==> src/rtl/escape_coded_patch_decoder_core_assert.svh <==
// Assertion macros shared by the patch decoder RTL.
// Depends on nothing; the including module provides clk and arst_n.
`ifndef ESCAPE_CODED_PATCH_DECODER_CORE_ASSERT_SVH
`define ESCAPE_CODED_PATCH_DECODER_CORE_ASSERT_SVH

// Same-cycle implication, disabled during reset.
`define ECPD_ASSERT_NOW(label, ante, cons) \
	label: assert property (@(posedge clk) disable iff (!arst_n) (ante) |-> (cons)) \
		else $error("patch decoder assertion failed");

// Next-cycle implication, disabled during reset.
`define ECPD_ASSERT_NEXT(label, ante, cons) \
	label: assert property (@(posedge clk) disable iff (!arst_n) (ante) |=> (cons)) \
		else $error("patch decoder assertion failed");

`endif

==> src/rtl/ecpd_pkg.sv <==
// Shared types and constants of the escape-coded patch decoder.
// Depends on nothing; used by ecpd_step and the top level.
package ecpd_pkg;

	// Decode phase, one-hot.
	typedef enum logic [7:0] {
		PH_PLAIN = 8'b0000_0001,
		PH_ESC   = 8'b0000_0010,
		PH_S16A  = 8'b0000_0100,
		PH_S16B  = 8'b0000_1000,
		PH_S32A  = 8'b0001_0000,
		PH_S32B  = 8'b0010_0000,
		PH_S32C  = 8'b0100_0000,
		PH_S32D  = 8'b1000_0000
	} phase_t;

	localparam logic [7:0]  ESC_BYTE   = 8'hFF;
	localparam logic [7:0]  ZERO_BYTE  = 8'h00;
	localparam logic [15:0] SKIP16_EXT = 16'hFFFF;
	localparam logic [31:0] PATCH_STOP = 32'hFFFF_FFFF;
	localparam int unsigned ACC_BITS   = 24;

	// One result item as held in the output stage.
	typedef struct packed {
		logic        patch_end;
		logic [7:0]  write_data;
		logic [31:0] write_offset;
	} result_t;

endpackage

==> src/rtl/escape_coded_patch_decoder_core.sv <==
// Escape-coded patch decoder: one patch byte in, at most one write item out.
// Results are held in the output register, or in the skid entry while that is stalled.
// Throughput: one byte per cycle while the skid entry is empty.
// A two-entry output stage (register plus skid) keeps input flowing while a result waits.
// Reset (arst_n low, asynchronous): plain phase, offset zero, output stage empty.
// Depends on ecpd_pkg, ecpd_step and the assertion header.
`include "escape_coded_patch_decoder_core_assert.svh"
module escape_coded_patch_decoder_core #(
	parameter int OFFSET_BITS = 32
) (
	input  logic        clk,
	input  logic        arst_n,
	input  logic        s_tvalid,
	output logic        s_tready,
	input  logic [7:0]  s_tdata,   // [7:0] patch_byte
	output logic        m_tvalid,
	input  logic        m_tready,
	output logic [39:0] m_tdata,   // [31:0] write_offset, [39:32] write_data
	output logic        m_tlast    // patch_end
);
	ecpd_pkg::phase_t                  phase_q;
	ecpd_pkg::phase_t                  phase_nxt;
	logic [OFFSET_BITS-1:0]            offset_q;
	logic [OFFSET_BITS-1:0]            offset_nxt;
	logic [ecpd_pkg::ACC_BITS-1:0]     acc_q;
	logic [ecpd_pkg::ACC_BITS-1:0]     acc_nxt;
	logic                              res_valid;
	ecpd_pkg::result_t                 res;
	ecpd_pkg::result_t                 out_q;
	ecpd_pkg::result_t                 skid_q;
	logic                              out_valid_q;
	logic                              skid_valid_q;
	logic                              accept;
	logic                              produce;
	logic                              taken;

	ecpd_step #(
		.OFFSET_BITS(OFFSET_BITS)
	) u_step (
		.phase      (phase_q),
		.offset     (offset_q),
		.acc        (acc_q),
		.patch_byte (s_tdata),
		.phase_nxt  (phase_nxt),
		.offset_nxt (offset_nxt),
		.acc_nxt    (acc_nxt),
		.res_valid  (res_valid),
		.res        (res)
	);

	assign s_tready = !skid_valid_q;
	assign accept   = s_tvalid && s_tready;
	assign produce  = accept && res_valid;
	assign taken    = out_valid_q && m_tready;

	// Decoder state advances on every accepted item.
	always_ff @(posedge clk or negedge arst_n) begin
		if (!arst_n) begin
			phase_q  <= ecpd_pkg::PH_PLAIN;
			offset_q <= '0;
			acc_q    <= '0;
		end else if (accept) begin
			phase_q  <= phase_nxt;
			offset_q <= offset_nxt;
			acc_q    <= acc_nxt;
		end
	end

	// Output register and skid entry.
	always_ff @(posedge clk or negedge arst_n) begin
		if (!arst_n) begin
			out_valid_q  <= 1'b0;
			skid_valid_q <= 1'b0;
		end else if (taken) begin
			if (skid_valid_q) begin
				out_valid_q  <= 1'b1;
				skid_valid_q <= 1'b0;
			end else begin
				out_valid_q <= produce;
			end
		end else if (out_valid_q) begin
			if (produce) begin
				skid_valid_q <= 1'b1;
			end
		end else begin
			out_valid_q <= produce;
		end
	end

	// Payload of the output stage; no reset needed.
	always_ff @(posedge clk) begin
		if (taken && skid_valid_q) begin
			out_q <= skid_q;
		end else if (produce && (taken || !out_valid_q)) begin
			out_q <= res;
		end
		if (produce && out_valid_q && !taken) begin
			skid_q <= res;
		end
	end

	assign m_tvalid = out_valid_q;
	assign m_tdata  = {out_q.write_data, out_q.write_offset};
	assign m_tlast  = out_q.patch_end;

	// The skid entry is only ever filled behind a full output register.
	`ECPD_ASSERT_NOW(a_skid_behind_out, skid_valid_q, out_valid_q)
	// A result arriving at a stalled, full output register lands in the skid entry.
	`ECPD_ASSERT_NEXT(a_stall_fills_skid, produce && out_valid_q && !m_tready, skid_valid_q)
	// A terminator item restarts decoding at offset zero in the plain phase.
	`ECPD_ASSERT_NEXT(a_end_restarts, produce && res.patch_end,
		(offset_q == '0) && (phase_q == ecpd_pkg::PH_PLAIN))

endmodule

==> src/rtl/ecpd_step.sv <==
// Next-state and result logic for one patch byte.
// Depends on ecpd_pkg.
module ecpd_step #(
	parameter int OFFSET_BITS = 32
) (
	input  ecpd_pkg::phase_t                  phase,
	input  logic [OFFSET_BITS-1:0]            offset,
	input  logic [ecpd_pkg::ACC_BITS-1:0]     acc,
	input  logic [7:0]                        patch_byte,
	output ecpd_pkg::phase_t                  phase_nxt,
	output logic [OFFSET_BITS-1:0]            offset_nxt,
	output logic [ecpd_pkg::ACC_BITS-1:0]     acc_nxt,
	output logic                              res_valid,
	output ecpd_pkg::result_t                 res
);
	localparam int AW = (OFFSET_BITS > 32) ? OFFSET_BITS : 32;

	logic [AW-1:0]  off_ext;
	logic [AW-1:0]  sum;
	logic [31:0]    amount;
	logic [15:0]    v16;
	logic [31:0]    v32;
	logic           stop;

	assign off_ext = AW'(offset);
	assign v16     = {acc[7:0], patch_byte};
	assign v32     = {acc, patch_byte};
	assign sum     = off_ext + AW'(amount);

	// Phase transitions, skip amount and result selection.
	always_comb begin
		phase_nxt      = phase;
		acc_nxt        = acc;
		amount         = 32'd0;
		stop           = 1'b0;
		res_valid      = 1'b0;
		res.patch_end  = 1'b0;
		res.write_data = patch_byte;
		res.write_offset = off_ext[31:0];
		unique case (phase)
			ecpd_pkg::PH_PLAIN: begin
				if (patch_byte == ecpd_pkg::ESC_BYTE) begin
					phase_nxt = ecpd_pkg::PH_ESC;
				end else begin
					res_valid = 1'b1;
					amount    = 32'd1;
				end
			end
			ecpd_pkg::PH_ESC: begin
				phase_nxt = ecpd_pkg::PH_PLAIN;
				if (patch_byte == ecpd_pkg::ZERO_BYTE) begin
					res_valid      = 1'b1;
					res.write_data = ecpd_pkg::ESC_BYTE;
					amount         = 32'd1;
				end else if (patch_byte == ecpd_pkg::ESC_BYTE) begin
					phase_nxt = ecpd_pkg::PH_S16A;
				end else begin
					amount = 32'(patch_byte);
				end
			end
			ecpd_pkg::PH_S16A: begin
				acc_nxt   = ecpd_pkg::ACC_BITS'(patch_byte);
				phase_nxt = ecpd_pkg::PH_S16B;
			end
			ecpd_pkg::PH_S16B: begin
				acc_nxt = '0;
				if (v16 == ecpd_pkg::SKIP16_EXT) begin
					phase_nxt = ecpd_pkg::PH_S32A;
				end else begin
					amount    = 32'(v16);
					phase_nxt = ecpd_pkg::PH_PLAIN;
				end
			end
			ecpd_pkg::PH_S32A: begin
				acc_nxt   = ecpd_pkg::ACC_BITS'(patch_byte);
				phase_nxt = ecpd_pkg::PH_S32B;
			end
			ecpd_pkg::PH_S32B: begin
				acc_nxt   = {acc[15:0], patch_byte};
				phase_nxt = ecpd_pkg::PH_S32C;
			end
			ecpd_pkg::PH_S32C: begin
				acc_nxt   = {acc[15:0], patch_byte};
				phase_nxt = ecpd_pkg::PH_S32D;
			end
			ecpd_pkg::PH_S32D: begin
				acc_nxt   = '0;
				phase_nxt = ecpd_pkg::PH_PLAIN;
				if (v32 == ecpd_pkg::PATCH_STOP) begin
					stop           = 1'b1;
					res_valid      = 1'b1;
					res.patch_end  = 1'b1;
					res.write_data = ecpd_pkg::ZERO_BYTE;
				end else begin
					amount = v32;
				end
			end
			default: begin
				phase_nxt = ecpd_pkg::PH_PLAIN;
			end
		endcase
	end

	// The offset wraps at its own width; the end of a patch returns it to zero.
	assign offset_nxt = stop ? '0 : sum[OFFSET_BITS-1:0];

endmodule
==> config.mk <==
export PLATFORM = sky130hd
export DESIGN_NAME = escape_coded_patch_decoder_core
export DESIGN_NICKNAME = d
export VERILOG_FILES = /design/src/rtl/ecpd_pkg.sv /design/src/rtl/escape_coded_patch_decoder_core.sv /design/src/rtl/ecpd_step.sv
export VERILOG_INCLUDE_DIRS = /design/src /design/src/rtl
export SDC_FILE = /design/constraint.sdc
export NUM_CORES = 1
export LEC_CHECK = 0
export ABC_AREA = 1
export BUFFER_PORTS_ARGS = -buffer_cell sky130_fd_sc_hd__buf_2
export CELL_PAD_IN_SITES_DETAIL_PLACEMENT = 0
export CELL_PAD_IN_SITES_GLOBAL_PLACEMENT = 1
export CORE_ASPECT_RATIO = 0.6
export CORE_MARGIN = 4
export CORE_UTILIZATION = 46
export DETAILED_ROUTE_END_ITERATION = 6
export GPL_TIMING_DRIVEN = 0
export PLACE_DENSITY_LB_ADDON = 0.1
export SYNTH_ARGS = -nofsm -noshare
export SYNTH_HDL_FRONTEND = slang
export SYNTH_SLANG_ARGS = --single-unit
export TNS_END_PERCENT = 100
==> constraint.sdc <==
create_clock -name clk -period 4.3 [get_ports clk]
set_input_delay 0.86 -clock clk [delete_from_list [all_inputs] [get_ports clk]]
set_output_delay 0.86 -clock clk [all_outputs]
set_load 0.02 [all_outputs]
# Word-level counts from Yosys, hierarchy flattened
# Cells that the tools add are included.
[op_classes]
addsub = 1
eq_ne = 12
mux = 30
reduce_logical = 22
[op_table]
columns = ["operator", "n"]
rows = [
  ["32-bit case mux with 4 select lines", 1],
  ["41-bit two-way mux", 2],
  ["24-bit case mux with 3 select lines", 1],
  ["32-bit two-way mux", 2],
  ["8-bit case mux with 7 select lines", 1],
  ["8-bit two-way mux", 5],
  ["32-bit adder", 1],
  ["32-bit == test, second input constant", 1],
  ["16-bit == test, second input constant", 1],
  ["8-bit == test, second input constant", 2],
  ["16-bit two-way mux", 1],
  ["8-bit case mux with 2 select lines", 1],
  ["1-bit two-way mux", 12],
  ["9-bit two-way mux", 1],
  ["8-bit by 1-bit == test with 1-bit output, second input constant", 1],
  ["8-bit by 2-bit == test with 1-bit output, second input constant", 1],
  ["8-bit by 3-bit == test with 1-bit output, second input constant", 1],
  ["8-bit by 4-bit == test with 1-bit output, second input constant", 1],
  ["8-bit by 5-bit == test with 1-bit output, second input constant", 1],
  ["8-bit by 6-bit == test with 1-bit output, second input constant", 1],
  ["8-bit by 7-bit == test with 1-bit output, second input constant", 1],
  ["8-bit logical NOT", 1],
  ["1-bit logical AND", 7],
  ["2-bit AND reduction", 3],
  ["other kinds (9)", 15],
]
[word_totals]
ff_bits = 148
in_bits = 12
out_inout_bits = 43
word_cells = 76

# Depth between registers and ports, before layout
[logic_depth]
word_depth = 7
depth_mapped = 23
ltp_nobuf = 22

# Hierarchy
# A second synthesis with hierarchy kept.
[hier_totals]
hier_cells = 1240
hier_area_um2 = 9374.0
[modules_own_cells]
columns = ["module", "instances", "cells_per_inst", "area_per_inst_um2", "seq_area_each_um2"]
rows = [
  ["escape_coded_patch_decoder_core", 1, 508, 5657.9, 4115.2],
  ["ecpd_step", 1, 732, 3716.1, 0.0],
]

# Worst setup path after synthesis
# Ideal clock, no wire load.
[synth_timing]
kind = "input port to flip-flop"
start = "in s_tdata[1]"
end = "reg out_q (netlist bit m_tdata[0]) (enable)"
t_arrival_ns = 3.748
required_ns = 3.847
setup_slack_ns = 0.099
cell_stages = 8
path_buffers = 0
cell_sequence = "or2_0 -> nor3_1 -> nand2_1 -> nand2_1 -> inv_2 -> nand2_1 -> nand2_1 -> a21oi_1"
[synth_via]
elab_chain_cells = 6
[synth_lines]
columns = ["item", "line_no", "rtl"]
rows = [
  ["start: declaration", "escape_coded_patch_decoder_core.sv:15", "input logic [7:0] s_tdata,"],
  ["32-bit == test (tied with other cells)", "ecpd_step.sv:89", "if (v32 == ecpd_pkg::PATCH_STOP) begin"],
  ["1-bit two-way mux, on equally long branches", "ecpd_step.sv:89, ecpd_step.sv:42, ecpd_step.sv:51", ""],
  ["1-bit case mux with 3 select lines *", "ecpd_step.sv:40", "unique case (phase)"],
  ["1-bit logical AND *", "escape_coded_patch_decoder_core.sv:53", "assign produce = accept && res_valid;"],
  ["1-bit logical AND *", "escape_coded_patch_decoder_core.sv:94", "end else if (produce && (taken || !out_valid_q)) begin"],
  ["2-bit nonzero test (no source line) *", "-", ""],
  ["end signal: assignment", "escape_coded_patch_decoder_core.sv:93", "out_q <= skid_q;"],
  ["end signal: assignment", "escape_coded_patch_decoder_core.sv:95", "out_q <= res;"],
  ["end: declaration", "escape_coded_patch_decoder_core.sv:29", "ecpd_pkg::result_t out_q;"],
]
# Every way passes the cells marked *; elsewhere a longest branch is shown, timed or not.
# A chain may end at the register's enable or synchronous reset.

# Final worst setup path
[layout_timing]
start = "in s_tdata[3]"
end = "reg offset_q[18]"
[layout_via]
elab_chain_cells = 6
[layout_lines]
columns = ["item", "line_no", "rtl"]
rows = [
  ["8-bit == test", "ecpd_step.sv:42, ecpd_step.sv:55", ""],
  ["8-bit two-way mux", "ecpd_step.sv:55", "end else if (patch_byte == ecpd_pkg::ESC_BYTE) begin"],
  ["8-bit two-way mux", "ecpd_step.sv:51", "if (patch_byte == ecpd_pkg::ZERO_BYTE) begin"],
  ["32-bit case mux with 4 select lines", "ecpd_step.sv:40", ""],
  ["32-bit adder", "ecpd_step.sv:28", "assign sum = off_ext + AW'(amount);"],
  ["32-bit two-way mux *", "ecpd_step.sv:105", "assign offset_nxt = stop ? '0 : sum[OFFSET_BITS-1:0];"],
  ["end signal: assignment", "escape_coded_patch_decoder_core.sv:64", "offset_q <= offset_nxt;"],
  ["end: declaration", "escape_coded_patch_decoder_core.sv:23", "logic [OFFSET_BITS-1:0] offset_q;"],
]
# Marked as above.

==> results <==
- The worst pin sits at a relative slew slack of about 44%.
- The critical path in this run is classified as primary input to register.
- The detailed router placed between 6000 and 7000 vias in this run.
- The xor-xnor portion of the synthesized cell area is less than 1%.
- The minimum clock period after layout is about 3.8 ns.
- The final hold violation count is 0.
- The starting utilization of the core area is a little under half.
- The launching point of the worst reg2reg path is phase_q[6].
- Between clock sinks in the finished design, the worst skew comes to about 0.0082 ns.
- The post-synthesis compound-gate area fraction is roughly a tenth.
- The number of global-route vias before repair is about 6200.
- The remaining design rule violation count is 0.
- The clock tree from TritonCTS is built.
- The share of flip-flops with an asynchronous set or reset is between 40 and 50%.
- The floorplan has 37 rows.
- Setup violations remaining at the end of the flow were counted as 0.
- The combinational cell fraction of total power is ~32%.
- The maximum number of pins on one net before global-route repair is 65.
- The number of warnings printed during yosys synthesis is 0.
- The via density per instance is 5.14.
- The synthesis-to-layout area growth is 14.9%.
- The switching part of the total power is between 30% and 40%.
- The peak fanout along the critical path is 7.
- The number of nets produced by synthesis is about 1100.
- The number of enable flip-flop cells after synthesis is about 80.
- The die covers 20000 sq um.
- The post-synthesis instance area is just over 8000 sq um.
- The share of the clock period used by the worst path after layout is between 80 and 90%.
- Internal power comes to roughly 3.3 mW.
- Setup total negative slack on the finished layout was measured at 0 ns.
- The total chip power is 5.30 mW.
- The final net count is between 1000 and 1500.
- The placement-stage cell area is between 8000 and 9000 sq um.
- The switching power is around 2.0 mW.
- STA classifies the critical path endpoint as a register.
- The cell sitting at the root of the clock tree is a sky130_fd_sc_hd__clkbuf_16.
- The clock input transition at the sequential cells of the worst setup and hold paths is ~0.06 ns.
- For this run, the leading register cell type out of synthesis is sky130_fd_sc_hd__edfxtp_1.
- VDD sags by at most between 0.3 and 0.4 mV.
- After synthesis, the largest family of logic cells by area is simple AND/OR/NAND/NOR gates.
- The number of antenna violations at the first check in global routing was 0.
- Summing the sequential cell areas from Yosys gives 50.5% of the chip area.
- Global routing finished with a remaining overflow of 0.
- The maximum frequency from static timing analysis is roughly 270 MHz.
- For the pin with the worst max-slew slack, the measured transition is 0.841 ns.
- Global routing used about 23% of the available tracks across all layers.
- In the final layout, the share of cells above drive strength 1 is a little under an eighth.
- Post-CTS timing repair inserted 0 buffers for setup.
- The die extent in x is ~180 microns.
- After synthesis, the cell types taking the most area are sky130_fd_sc_hd__edfxtp_1 (30%), sky130_fd_sc_hd__dfrtp_1 (20%), sky130_fd_sc_hd__nand2_1 (15%), sky130_fd_sc_hd__inv_1 (6.6%), sky130_fd_sc_hd__ha_1 (4.8%).
- Summed over all nets, the half-perimeter wirelength after detailed placement is about 18000 microns.
- The flip-flop and latch count after synthesis is ~150.
- After detailed routing, the average wire length per cell comes to about 17 microns.
- The first-pass GRT wire length is about 35000 microns.
- The DRC marker count from the first detailed-route iteration is 584.
- Setup repair after global routing left no endpoint under its margin.
- The source-to-sink clock delay at the later pin of the worst-skew pair is 0.43 ns.
- Of the total power, registers draw just over 40%.
- The average instance in the mapped netlist occupies around 8 sq um.
- The post-synthesis simple-gate area fraction is between 20% and 30%.
- The number of hold buffers added after CTS was 0.
- The tool flagged a number of max-cap violations equal to 0.
- The number of fill cells in the layout is about 1600.
- CTS built an H-tree with a depth of 4.
- The static leakage is 4.45 nW.
- The flow ran to the end, and the final reports show no timing, DRC or antenna violations.
- The critical path starts at s_tdata[3].
- 0 antenna diodes ended up in the layout.
- The worst endpoint required time is roughly 4.7 ns.
- The count of input and output buffers is 54.
- Once the clock tree was built, the resizer swapped 0 gates to a different size.
- The data arrival time at the worst-slack endpoint is 4.13 ns.
- The number of pins with negative max-slew slack in the final report was 0.
- The die height is 111 microns.
- The weighted congestion at the end of routability-driven global placement is a little over 0.9.
- The overall routed net length is around 23000 microns.
- The remaining antenna violation count is 0.
- The number of clock buffers added by TritonCTS is 17.
- The maximum clock insertion buffer count is 2.
- Clock tree synthesis found a total of ~150 sinks.
- The iteration count of the initial detailed-routing pass is 5.
- The areal power density over the cells is 566 nW/um^2.
- Of the total power, the clock network draws a little over a quarter.
- The synthesized netlist devotes around 5% of its cell area to adder and majority cells.
- The number of distinct library cell variants in the gate-level netlist after synthesis is 35.
- The I/O pin count is 55.
- After technology mapping, the gate count stands at between 1000 and 1500.
- The kind of start point of the critical path is a primary input.
- The final cell area excluding filler cells is approximately 9400 sq um.
- The core region is about 17000 sq um.
- Summed over all instances, the cell type with the most area after synthesis is sky130_fd_sc_hd__edfxtp_1.
- Measured against the total synthesized area, the mux share comes to 0%.
- For this run, the share of the core covered by cells in the final layout is approximately 54%.
- The min-delay analysis places its worst path in the category primary input to async pin.
- The area share of the largest cell type after synthesis is a little under a third.
## final cells by class
type	count	area, sq um	area share [%]
clock inverters	9	63.8	0.682
inverters	153	574	6.13
flip-flops and latches	148	4120	44.0
repair buffers	57	348	3.72
plain buffers	20	106	1.14
clock buffers	23	490	5.24
multi-input cells	690	3370	36.0
well taps	234	293	3.13
## critical path: stages
cell	delay, ns
sky130_fd_sc_hd__buf_2	0.13
sky130_fd_sc_hd__nand2_1	0.06
sky130_fd_sc_hd__nor2_1	0.12
sky130_fd_sc_hd__nand2_1	0.12
sky130_fd_sc_hd__nor2_2	0.23
sky130_fd_sc_hd__nand2_1	0.13
sky130_fd_sc_hd__nand2_1	0.25
sky130_fd_sc_hd__nand2_1	0.15
sky130_fd_sc_hd__nor2_2	0.26
sky130_fd_sc_hd__nor2_1	0.17
sky130_fd_sc_hd__ha_1	0.37
sky130_fd_sc_hd__a21oi_1	0.28
sky130_fd_sc_hd__nand2_1	0.17
sky130_fd_sc_hd__nand2_1	0.09
sky130_fd_sc_hd__nand3_1	0.21
sky130_fd_sc_hd__nand2_1	0.13
sky130_fd_sc_hd__nand2_1	0.15
sky130_fd_sc_hd__nand2_1	0.09
sky130_fd_sc_hd__nand2_1	0.05
sky130_fd_sc_hd__o21ai_1	0.12
## synth_stat cells, types with 4 or more instances
master and count:
sky130_fd_sc_hd__nand3_1 41, sky130_fd_sc_hd__buf_2 4, sky130_fd_sc_hd__ha_1 31, sky130_fd_sc_hd__o22ai_1 24, sky130_fd_sc_hd__o21ai_1 32, sky130_fd_sc_hd__inv_2 10
sky130_fd_sc_hd__nand2_2 4, sky130_fd_sc_hd__nand2_1 327, sky130_fd_sc_hd__o21bai_1 5, sky130_fd_sc_hd__edfxtp_1 82, sky130_fd_sc_hd__nor3_1 7, sky130_fd_sc_hd__o21ai_0 44
sky130_fd_sc_hd__a21oi_1 52, sky130_fd_sc_hd__clkbuf_1 11, sky130_fd_sc_hd__nand4_1 6, sky130_fd_sc_hd__dfrtp_1 65, sky130_fd_sc_hd__nor2_1 92, sky130_fd_sc_hd__xnor2_1 5
sky130_fd_sc_hd__inv_1 143, sky130_fd_sc_hd__nor2_4 4
## final timing paths
| path | to | slack (ns) | cells past startpoint |
|---|---|---|---|
| min reg2reg | skid_q[15] | 0.48 | 0 |
| max | offset_q[18] | 0.53 | 20 |
| min in group clk | skid_q[15] | 0.48 | 0 |
| max reg2reg | offset_q[18] | 0.63 | 19 |
| min | phase_q[1] | 0.22 | 1 |
| max in group asynchronous | offset_q[14] | 3.55 | 2 |
## kinds of logic after synthesis
family	Yosys count
flops	148
simple gates	494
fa+ha+maj	32
xor+xnor	6
compound gates	158
buf+inv	173
## sequential cells by signal, summed over array words and instances, names as in the netlist
| register | count |
|---|---|
| skid_q | 41 |
| m_tdata | 40 |
| offset_q | 32 |
| acc_q | 24 |
| phase_q | 8 |
| m_tlast | 1 |
| m_tvalid | 1 |
| skid_valid_q | 1 |
## metrics by stage
step | hold WS (ns) | cells | setup slack [ns]
detailed placement | 0.465 | 1302 | 0.217
global placement | 0.459 | 1299 | -1.52
floorplan | 0.453 | 1011 | 0.0989
CTS | 0.207 | 1334 | 0.655
global route | 0.204 | 1334 | 0.276
finish | 0.218 | 1334 | 0.532
## layout by cell type (no fill, tap or decap), drive strengths merged
cell and n:
nand2 331, inv 157, nor2 99, edfxtp 82, o21ai 76, buf 66, dfrtp 65, a21oi 53
nand3 42, clkbuf 34, ha 31, o22ai 24, nor3 8, nand4 6, o21bai 5, xnor2 5
clkinv 5, nor4 3, nand3b 2, and2 1, xor2 1, or2 1, and3 1, fa 1
dfstp 1
## power by group through the flow
stage                     clock [mW]  sequential [mW]  combinational, mW
after detailed placement           0             2.18               1.69
after floorplan                    0             2.18               1.15
after CTS                       1.44             2.16               1.71
after global routing            1.51             2.20               1.92
after global placement             0             2.18               1.66
final                           1.42             2.17               1.71
## metal layers
| layer | track usage, % | wire length, microns |
|---|---|---|
| met1 | 39.2 | 12100 |
| met2 | 29.1 | 8340 |
| met3 | 5.08 | 1870 |
| met4 | 5.48 | 317 |
| met5 | 0 | 0 |
(Power assumes the default switching activity.)
